===== config.mk =====
export PLATFORM = sky130hd
export DESIGN_NAME = i2c_master_bit_sequencer_flat
export DESIGN_NICKNAME = d
export VERILOG_FILES = /design/src/rtl/i2cm_pkg.sv /design/src/rtl/i2cm_if.sv /design/src/rtl/i2cm_core.sv /design/src/rtl/i2c_master_bit_sequencer.sv /design/src/flat_wrapper.sv
export SDC_FILE = /design/constraint.sdc
export NUM_CORES = 1
export LEC_CHECK = 0
export BUFFER_PORTS_ARGS = -buffer_cell sky130_fd_sc_hd__buf_2
export CAP_MARGIN = 40
export CELL_PAD_IN_SITES_DETAIL_PLACEMENT = 1
export CELL_PAD_IN_SITES_GLOBAL_PLACEMENT = 1
export CORE_UTILIZATION = 30
export DETAILED_ROUTE_END_ITERATION = 8
export PLACE_DENSITY = 0.64
export SLEW_MARGIN = 40
export SYNTH_ARGS = -nofsm -noshare
export SYNTH_HDL_FRONTEND = slang
export SYNTH_SLANG_ARGS = --single-unit
export TNS_END_PERCENT = 20

===== constraint.sdc =====
create_clock -name clk_i -period 2.65 [get_ports clk_i]
set_clock_uncertainty 0.2 [all_clocks]
set_input_delay 0.53 -clock clk_i [delete_from_list [all_inputs] [get_ports clk_i]]
set_output_delay 0.53 -clock clk_i [all_outputs]
set_load 0.02 [all_outputs]

===== src/rtl/i2cm_pkg.sv =====
`timescale 1ns / 1ps

package i2cm_pkg;

  typedef enum logic [2:0] {
    CMD_START = 3'd0,
    CMD_WRITE = 3'd1,
    CMD_READ  = 3'd2,
    CMD_STOP  = 3'd3,
    CMD_TICK  = 3'd4
  } cmd_e;

  typedef enum logic [1:0] {
    OP_START = 2'd0,
    OP_WRITE = 2'd1,
    OP_READ  = 2'd2,
    OP_STOP  = 2'd3
  } op_e;

  typedef enum logic [1:0] {
    SUB_DATA = 2'd0,
    SUB_HIGH = 2'd1,
    SUB_LOW  = 2'd2
  } sub_e;

  localparam int unsigned PhaseW = 5;

  // Write: eight bits of three intervals each, then the acknowledge clock.
  localparam logic [PhaseW-1:0] WrAckRel  = 5'd24;
  localparam logic [PhaseW-1:0] WrAckHigh = 5'd25;
  localparam logic [PhaseW-1:0] WrLast    = 5'd26;

  // Read: eight bits of two intervals each, then the acknowledge from the master.
  localparam logic [PhaseW-1:0] RdAckDrv  = 5'd16;
  localparam logic [PhaseW-1:0] RdAckHigh = 5'd17;
  localparam logic [PhaseW-1:0] RdLast    = 5'd18;

  localparam logic [PhaseW-1:0] StSdaLow  = 5'd0;
  localparam logic [PhaseW-1:0] StSclHigh = 5'd1;
  localparam logic [PhaseW-1:0] StLast    = 5'd2;

  typedef struct packed {
    logic       scl_level;
    logic       sda_drive;
    logic       sda_level;
    logic       busy_res;
    logic       done_res;
    logic [7:0] rx_byte;
    logic       rejected;
  } res_t;

endpackage


===== src/rtl/i2cm_if.sv =====
`timescale 1ns / 1ps

interface i2cm_in_if;
  logic       valid;
  logic       ready;
  logic [2:0] cmd;
  logic [7:0] tx_byte;
  logic       ack_after;
  logic       sda_in;

  modport source (output valid, cmd, tx_byte, ack_after, sda_in, input ready);
  modport sink (input valid, cmd, tx_byte, ack_after, sda_in, output ready);
endinterface

interface i2cm_out_if;
  logic       valid;
  logic       ready;
  logic       scl_level;
  logic       sda_drive;
  logic       sda_level;
  logic       busy_res;
  logic       done_res;
  logic [7:0] rx_byte;
  logic       rejected;

  modport source (output valid, scl_level, sda_drive, sda_level, busy_res, done_res,
                  rx_byte, rejected, input ready);
  modport sink (input valid, scl_level, sda_drive, sda_level, busy_res, done_res,
                rx_byte, rejected, output ready);
endinterface


===== src/rtl/i2cm_core.sv =====
`timescale 1ns / 1ps

module i2cm_core
  import i2cm_pkg::*;
(
  input  logic       clk_i,
  input  logic       rst_ni,
  input  logic       accept_i,
  input  logic [2:0] cmd_i,
  input  logic [7:0] tx_byte_i,
  input  logic       ack_after_i,
  input  logic       sda_in_i,
  output res_t       res_o
);

  logic [PhaseW-1:0] phase_q, phase_d;
  op_e               op_q, op_d;
  sub_e              sub_q, sub_d;
  logic [7:0]        shift_q, shift_d;
  logic              ack_q, ack_d;
  logic              active_q, active_d;
  logic              scl_q, scl_d;
  logic              drv_q, drv_d;
  logic              sda_q, sda_d;
  logic              last;
  logic              is_cmd;

  assign is_cmd = (cmd_i < CMD_TICK);

  always_comb begin
    phase_d  = phase_q;
    op_d     = op_q;
    sub_d    = sub_q;
    shift_d  = shift_q;
    ack_d    = ack_q;
    active_d = active_q;
    scl_d    = scl_q;
    drv_d    = drv_q;
    sda_d    = sda_q;
    last     = 1'b0;
    res_o    = '{scl_level: scl_q, sda_drive: drv_q, sda_level: sda_q,
                 busy_res: active_q, done_res: 1'b0, rx_byte: 8'd0, rejected: 1'b0};

    if (is_cmd) begin
      if (active_q) begin
        res_o.rejected = 1'b1;
      end else begin
        active_d       = 1'b1;
        op_d           = op_e'(cmd_i[1:0]);
        phase_d        = '0;
        sub_d          = SUB_DATA;
        shift_d        = (cmd_i == CMD_WRITE) ? tx_byte_i : 8'd0;
        ack_d          = ack_after_i;
        res_o.busy_res = 1'b1;
      end
    end else if (active_q) begin
      case (op_q)
        OP_START: begin
          if (phase_q == '0) begin
            scl_d = 1'b1;
            sda_d = 1'b0;
          end else begin
            scl_d = 1'b0;
          end
          last = 1'b1;
        end
        OP_WRITE: begin
          if (phase_q < WrAckRel) begin
            case (sub_q)
              SUB_DATA: begin
                sda_d = shift_q[7];
                sub_d = SUB_HIGH;
              end
              SUB_HIGH: begin
                scl_d = 1'b1;
                sub_d = SUB_LOW;
              end
              default: begin
                scl_d   = 1'b0;
                shift_d = {shift_q[6:0], 1'b0};
                sub_d   = SUB_DATA;
              end
            endcase
          end else if (phase_q == WrAckRel) begin
            drv_d = 1'b0;
          end else if (phase_q == WrAckHigh) begin
            scl_d = 1'b1;
          end else begin
            scl_d = 1'b0;
          end
          last = (phase_q >= WrLast);
        end
        OP_READ: begin
          if (phase_q < RdAckDrv) begin
            if (!phase_q[0]) begin
              drv_d   = 1'b0;
              scl_d   = 1'b1;
              shift_d = {shift_q[6:0], sda_in_i};
            end else begin
              scl_d = 1'b0;
            end
          end else if (phase_q == RdAckDrv) begin
            drv_d = 1'b1;
            sda_d = ~ack_q;
          end else if (phase_q == RdAckHigh) begin
            scl_d = 1'b1;
          end else begin
            scl_d = 1'b0;
          end
          last = (phase_q >= RdLast);
        end
        default: begin
          if (phase_q == StSdaLow) begin
            sda_d = 1'b0;
          end else if (phase_q == StSclHigh) begin
            scl_d = 1'b1;
          end else begin
            sda_d = 1'b1;
          end
          last = (phase_q >= StLast);
        end
      endcase

      res_o.scl_level = scl_d;
      res_o.sda_drive = drv_d;
      res_o.sda_level = sda_d;
      res_o.done_res  = last;
      res_o.rx_byte   = (last && op_q == OP_READ) ? shift_d : 8'd0;

      // The write releases SDA only for the acknowledge clock.
      if (op_q == OP_WRITE && last) begin
        drv_d = 1'b1;
      end
      if (last) begin
        active_d = 1'b0;
        phase_d  = '0;
      end else begin
        phase_d = phase_q + 1'b1;
      end
    end
  end

  always_ff @(posedge clk_i or negedge rst_ni) begin
    if (!rst_ni) begin
      phase_q  <= '0;
      op_q     <= OP_START;
      sub_q    <= SUB_DATA;
      shift_q  <= '0;
      ack_q    <= 1'b0;
      active_q <= 1'b0;
      scl_q    <= 1'b1;
      drv_q    <= 1'b1;
      sda_q    <= 1'b1;
    end else if (accept_i) begin
      phase_q  <= phase_d;
      op_q     <= op_d;
      sub_q    <= sub_d;
      shift_q  <= shift_d;
      ack_q    <= ack_d;
      active_q <= active_d;
      scl_q    <= scl_d;
      drv_q    <= drv_d;
      sda_q    <= sda_d;
    end
  end

  assert property (@(posedge clk_i) disable iff (!rst_ni)
    active_q && op_q == OP_WRITE |-> phase_q <= WrLast)
    else $error("write sequence ran past its final interval");

  assert property (@(posedge clk_i) disable iff (!rst_ni)
    active_q && op_q == OP_READ |-> phase_q <= RdLast)
    else $error("read sequence ran past its final interval");

  assert property (@(posedge clk_i) disable iff (!rst_ni)
    !active_q |-> drv_q)
    else $error("SDA left released while idle");

endmodule


===== src/rtl/i2c_master_bit_sequencer.sv =====
`timescale 1ns / 1ps

// Channel  Direction  Transaction
// in_i     sink       one command or one tick interval
// out_o    source     pin levels and status for that transaction
//
// Every input transaction yields one registered result, valid in the cycle after acceptance.
// A new transaction is taken in every cycle while the result register is empty or
// being emptied in the same cycle; the next-state logic is the only path.
// Reset leaves the sequencer idle with SCL high and SDA driven high.
// A stall on out_o holds the result and stops further input until it is taken.

module i2c_master_bit_sequencer
  import i2cm_pkg::*;
(
  input  logic clk_i,
  input  logic rst_ni,
  i2cm_in_if.sink    in_i,
  i2cm_out_if.source out_o
);

  logic out_vld_q;
  res_t res_d;
  res_t res_q;
  logic accept;

  assign in_i.ready = !out_vld_q || out_o.ready;
  assign accept     = in_i.valid && in_i.ready;

  i2cm_core u_core (
    .clk_i       (clk_i),
    .rst_ni      (rst_ni),
    .accept_i    (accept),
    .cmd_i       (in_i.cmd),
    .tx_byte_i   (in_i.tx_byte),
    .ack_after_i (in_i.ack_after),
    .sda_in_i    (in_i.sda_in),
    .res_o       (res_d)
  );

  always_ff @(posedge clk_i or negedge rst_ni) begin
    if (!rst_ni) begin
      out_vld_q <= 1'b0;
    end else if (in_i.ready) begin
      out_vld_q <= in_i.valid;
    end
  end

  always_ff @(posedge clk_i) begin
    if (accept) begin
      res_q <= res_d;
    end
  end

  assign out_o.valid     = out_vld_q;
  assign out_o.scl_level = res_q.scl_level;
  assign out_o.sda_drive = res_q.sda_drive;
  assign out_o.sda_level = res_q.sda_level;
  assign out_o.busy_res  = res_q.busy_res;
  assign out_o.done_res  = res_q.done_res;
  assign out_o.rx_byte   = res_q.rx_byte;
  assign out_o.rejected  = res_q.rejected;

  assert property (@(posedge clk_i) disable iff (!rst_ni)
    out_vld_q && res_q.done_res |-> res_q.busy_res && !res_q.rejected)
    else $error("completion reported outside a busy sequence");

  assert property (@(posedge clk_i) disable iff (!rst_ni)
    out_vld_q && res_q.rx_byte != 8'd0 |-> res_q.done_res)
    else $error("received byte shown before the read completed");

  assert property (@(posedge clk_i) disable iff (!rst_ni)
    accept |=> out_vld_q)
    else $error("accepted transaction produced no result");

endmodule


===== src/flat_wrapper.sv =====
// flat-port wrapper written by rule: the top's interface ports become plain ports
module i2c_master_bit_sequencer_flat import i2cm_pkg::*;
  (clk_i, rst_ni, in_i_valid, in_i_cmd, in_i_tx_byte, in_i_ack_after, in_i_sda_in, in_i_ready, out_o_valid, out_o_scl_level, out_o_sda_drive, out_o_sda_level, out_o_busy_res, out_o_done_res, out_o_rx_byte, out_o_rejected, out_o_ready);
  i2cm_in_if in_i_i ();
  i2cm_out_if out_o_i ();
  input  logic clk_i;
  input  logic rst_ni;
  input wire logic [$bits(in_i_i.valid)-1:0] in_i_valid;
  input wire logic [$bits(in_i_i.cmd)-1:0] in_i_cmd;
  input wire logic [$bits(in_i_i.tx_byte)-1:0] in_i_tx_byte;
  input wire logic [$bits(in_i_i.ack_after)-1:0] in_i_ack_after;
  input wire logic [$bits(in_i_i.sda_in)-1:0] in_i_sda_in;
  output wire logic [$bits(in_i_i.ready)-1:0] in_i_ready;
  output wire logic [$bits(out_o_i.valid)-1:0] out_o_valid;
  output wire logic [$bits(out_o_i.scl_level)-1:0] out_o_scl_level;
  output wire logic [$bits(out_o_i.sda_drive)-1:0] out_o_sda_drive;
  output wire logic [$bits(out_o_i.sda_level)-1:0] out_o_sda_level;
  output wire logic [$bits(out_o_i.busy_res)-1:0] out_o_busy_res;
  output wire logic [$bits(out_o_i.done_res)-1:0] out_o_done_res;
  output wire logic [$bits(out_o_i.rx_byte)-1:0] out_o_rx_byte;
  output wire logic [$bits(out_o_i.rejected)-1:0] out_o_rejected;
  input wire logic [$bits(out_o_i.ready)-1:0] out_o_ready;
  assign in_i_i.valid = in_i_valid;
  assign in_i_i.cmd = in_i_cmd;
  assign in_i_i.tx_byte = in_i_tx_byte;
  assign in_i_i.ack_after = in_i_ack_after;
  assign in_i_i.sda_in = in_i_sda_in;
  assign in_i_ready = in_i_i.ready;
  assign out_o_valid = out_o_i.valid;
  assign out_o_scl_level = out_o_i.scl_level;
  assign out_o_sda_drive = out_o_i.sda_drive;
  assign out_o_sda_level = out_o_i.sda_level;
  assign out_o_busy_res = out_o_i.busy_res;
  assign out_o_done_res = out_o_i.done_res;
  assign out_o_rx_byte = out_o_i.rx_byte;
  assign out_o_rejected = out_o_i.rejected;
  assign out_o_i.ready = out_o_ready;
  i2c_master_bit_sequencer u_core (.clk_i(clk_i), .rst_ni(rst_ni), .in_i(in_i_i), .out_o(out_o_i));
endmodule

==> impl_metrics.py <==
metrics = {
    "placed_design": {
        "numPortBuffers": 32,
        "dp_hpwl_um": 4040,
        "gp_congestion": 0.757,
        "place_area_um2": 2420,
        "placed_cells": 332,
    },
    "yosys": {
        "ys_ff_latch": 37,
        "ys.warnings.count": 0,
        "seq_area_frac_synth": 0.466,
        "yosys.area_share.simple": 0.166,
        "synth_ff_type": "dfrtp_1",
        "synth.distinct_cells": 55,
        "yosysMostFrequentCell": "dfrtp_1",
        "syn_nets": 234,
        "postSynthCellCount": 208,
        "synth_edf_count": 14,
        "synth-compound-area-share": 0.221,
        "yosys.area_share.xor_xnor": 0,
        "syn_avg_cell_area_um2": 10.3,
        "synth_area_um2": 2150,
        "async_flop_share": 0.622,
        "yosysTopAreaCell": "dfrtp_1",
        "synth_mux_area_frac": 0.0455,
        "synthAdderAreaFrac": 0.0525,
        "synth_area_leaders": "dfrtp_1 23%, edfxtp_1 20%, ha_1 5.2%",
        "synth_top_area_share": 0.233,
        "yosys-top-cells-count": "20 x dfrtp_1, 18 x nand2_1, 14 x edfxtp_1, 14 x nor2_1",
        "synth_top_family_by_area": "compound AO/OA/AOI/OAI gates",
    },
    "final_layout": {
        "n_fill_cell": 797,
        "instances_no_fill": 340,
        "stdcell_area_um2": 2540,
        "multi_input_area_um2": 1040,
        "post-route-util": 0.369,
        "seq_area_um2": 1000,
        "drive_gt1_frac": 0.262,
        "nNetsFinal": 269,
        "diodes": 0,
        "area_growth_pct": 18.3,
    },
    "worst_setup_path": {
        "cp_max_fo": 9,
        "critPathArrivalTime_ps": 2280,
        "critPathLaunchType": "register",
        "criticalPathCategory": "register to register",
        "worst_ep_required_time_ps": 2580,
        "end_kind": "register",
    },
    "power": {
        "power_frac_seq": 0.371,
        "pwr-share-comb": 0.421,
        "total_leakage_power_nw": 1.03,
        "p_switching_mw": 0.994,
        "vdd_drop_max_uv": 333,
        "internal_power_mw": 1.50,
        "p_clk_frac": 0.208,
        "power_per_cell_area_nw_per_um2": 981,
        "sw_frac_of_total": 0.399,
    },
    "floorplan": {
        "coreArea_um2": 6870,
        "die_area_um2": 7500,
        "rows": 30,
        "die_y_um": 86.6,
        "pin_count": 33,
        "start_util": 0.312,
        "fp.dieW_um": 86.6,
    },
    "timing": {
        "period_minus_slack_ps": 2350,
        "rsz0062_at_grt": "no",
        "setup_viol": 0,
        "slew_violations": 0,
        "tightest_slew_ps": 640,
        "finalHoldViolCount": 0,
        "fmax_mhz": 425,
        "fin_crit_sh": 0.889,
        "tns_ps": 0,
        "max-slew-margin-rel": 0.573,
    },
    "global_routing": {
        "grt_pass1_wl_um": 9210,
        "gr-total-overflow": 0,
        "grt_max_degree": 24,
        "antenna_found_initial": 0,
        "grt_pass1_vias": 1728,
        "grt_usage": 0.161,
    },
    "drt": {
        "postRouteAntennaNets": 0,
        "drtIter0Drc": 119,
        "via_per_inst": 5.13,
        "routed_wl_um": 5520,
        "wire_per_inst_um": 16.2,
        "drc": 0,
        "drt-pass1-iter-count": 4,
        "dr_total_vias": 1744,
    },
    "clock_tree": {
        "post_cts_buffers": 0,
        "cts_root_buffer": "clkbuf_8",
        "clk_pin_slew_ps": 80,
        "cts_max_level": 2,
        "insertion_delay_ps": 290,
        "hold_buffers": 0,
        "clock-sinks": 37,
        "cts-resized-gates": 0,
        "cts-buffers-inserted": 5,
        "cts_tree": "built",
        "clockBufferDepth": 2,
    },
    "run": {
        "maxCapViolCount": 0,
    },
    "status": {
        "outcome": "complete, no violations",
    },
    "hold_path": {
        "hp-class": "input pin to asynchronous set/reset pin",
    },
}
-- stage by stage --
step	worst slack [ps]	total power [mW]	hold WS, ps
after global routing	172	2.67	52.9
final	295	2.49	22.2
after CTS	266	2.50	44.6
after global placement	322	1.96	291
after floorplan	397	1.68	34.4
after detailed placement	283	1.97	294
-- logic make-up after synthesis --
group                      after synthesis
AOI/OAI and AO/OA                       62
adders and majority gates                9
buffers and inverters                   24
DFF                                     37
muxes                                    9
and+or+nand+nor                         67
-- power groups by stage --
| stage | logic, mW | clock network [mW] | registers [mW] |
|---|---|---|---|
| after floorplan | 0.761 | 0 | 0.914 |
| after global placement | 1.04 | 0 | 0.925 |
| after detailed placement | 1.04 | 0 | 0.932 |
| after CTS | 1.05 | 0.525 | 0.921 |
| after global routing | 1.17 | 0.557 | 0.944 |
| final | 1.05 | 0.517 | 0.923 |
-- worst paths after layout --
path / cells past startpoint / slack (ps) / to / startpoint
setup / recovery: 6 / 300 / u_core.out_o.rx_byte[0] / u_core.u_core.op_q[0]
hold / removal: 1 / 20 / u_core.u_core.phase_q[1] / rst_ni
setup reg to reg: 6 / 300 / u_core.out_o.rx_byte[0] / u_core.u_core.op_q[0]
hold reg to reg: 1 / 310 / u_core.u_core.ack_q / u_core.u_core.ack_q
max in group asynchronous: 1 / 1850 / u_core.u_core.scl_q / rst_ni
min in group clk_i: 2 / 240 / u_core.u_core.ack_q / in_i_ack_after
-- flip-flops by register name, indices dropped and copies added (netlist names), 2 cells and up --
signal and count:
u_core.out_o.rx_byte 8, u_core.u_core.sub_q 2, u_core.u_core.shift_q 8, u_core.u_core.op_q 2, u_core.u_core.phase_q 5
-- cell type report --
class	count	area share
inverter	13	0.0192
timing repair buffer	39	0.0838
multi-input combinational	147	0.410
clock inverter	1	0.0118
clock buffer	7	0.0340
sequential	37	0.394
tap	96	0.0473
-- worst max-delay path, cell delays in order (launching register included) --
cell and delay (ps):
dfrtp_1 410, inv_1 110, ha_1 370, mux2i_1 200
o211ai_4 360, o2111ai_2 300, nor2_1 230
-- per-layer routing --
metal / global-route usage / up-vias / wire (um)
li1: - / 851 / -
met2: 0.253 / 26 / 2630
met3: 0.0286 / 4 / 119
met5: 0 / - / 0
met1: 0.229 / 863 / 2720
met4: 0.0409 / 0 / 49
-- placed cells by master, fill, tap and decap left out, drive strengths merged, types with 3 or more instances in the layout --
master	n
buf	39
dfrtp	20
nand2	18
nor2	14
edfxtp	14
inv	13
o211ai	10
o21ai	10
a22oi	9
nand3	9
ha	9
clkbuf	7
mux2	6
nor3	6
a21oi	5
a31oi	5
nor2b	4
a22o	4
mux2i	3
nand2b	3
dfstp	3
(Power assumes the default switching activity.)
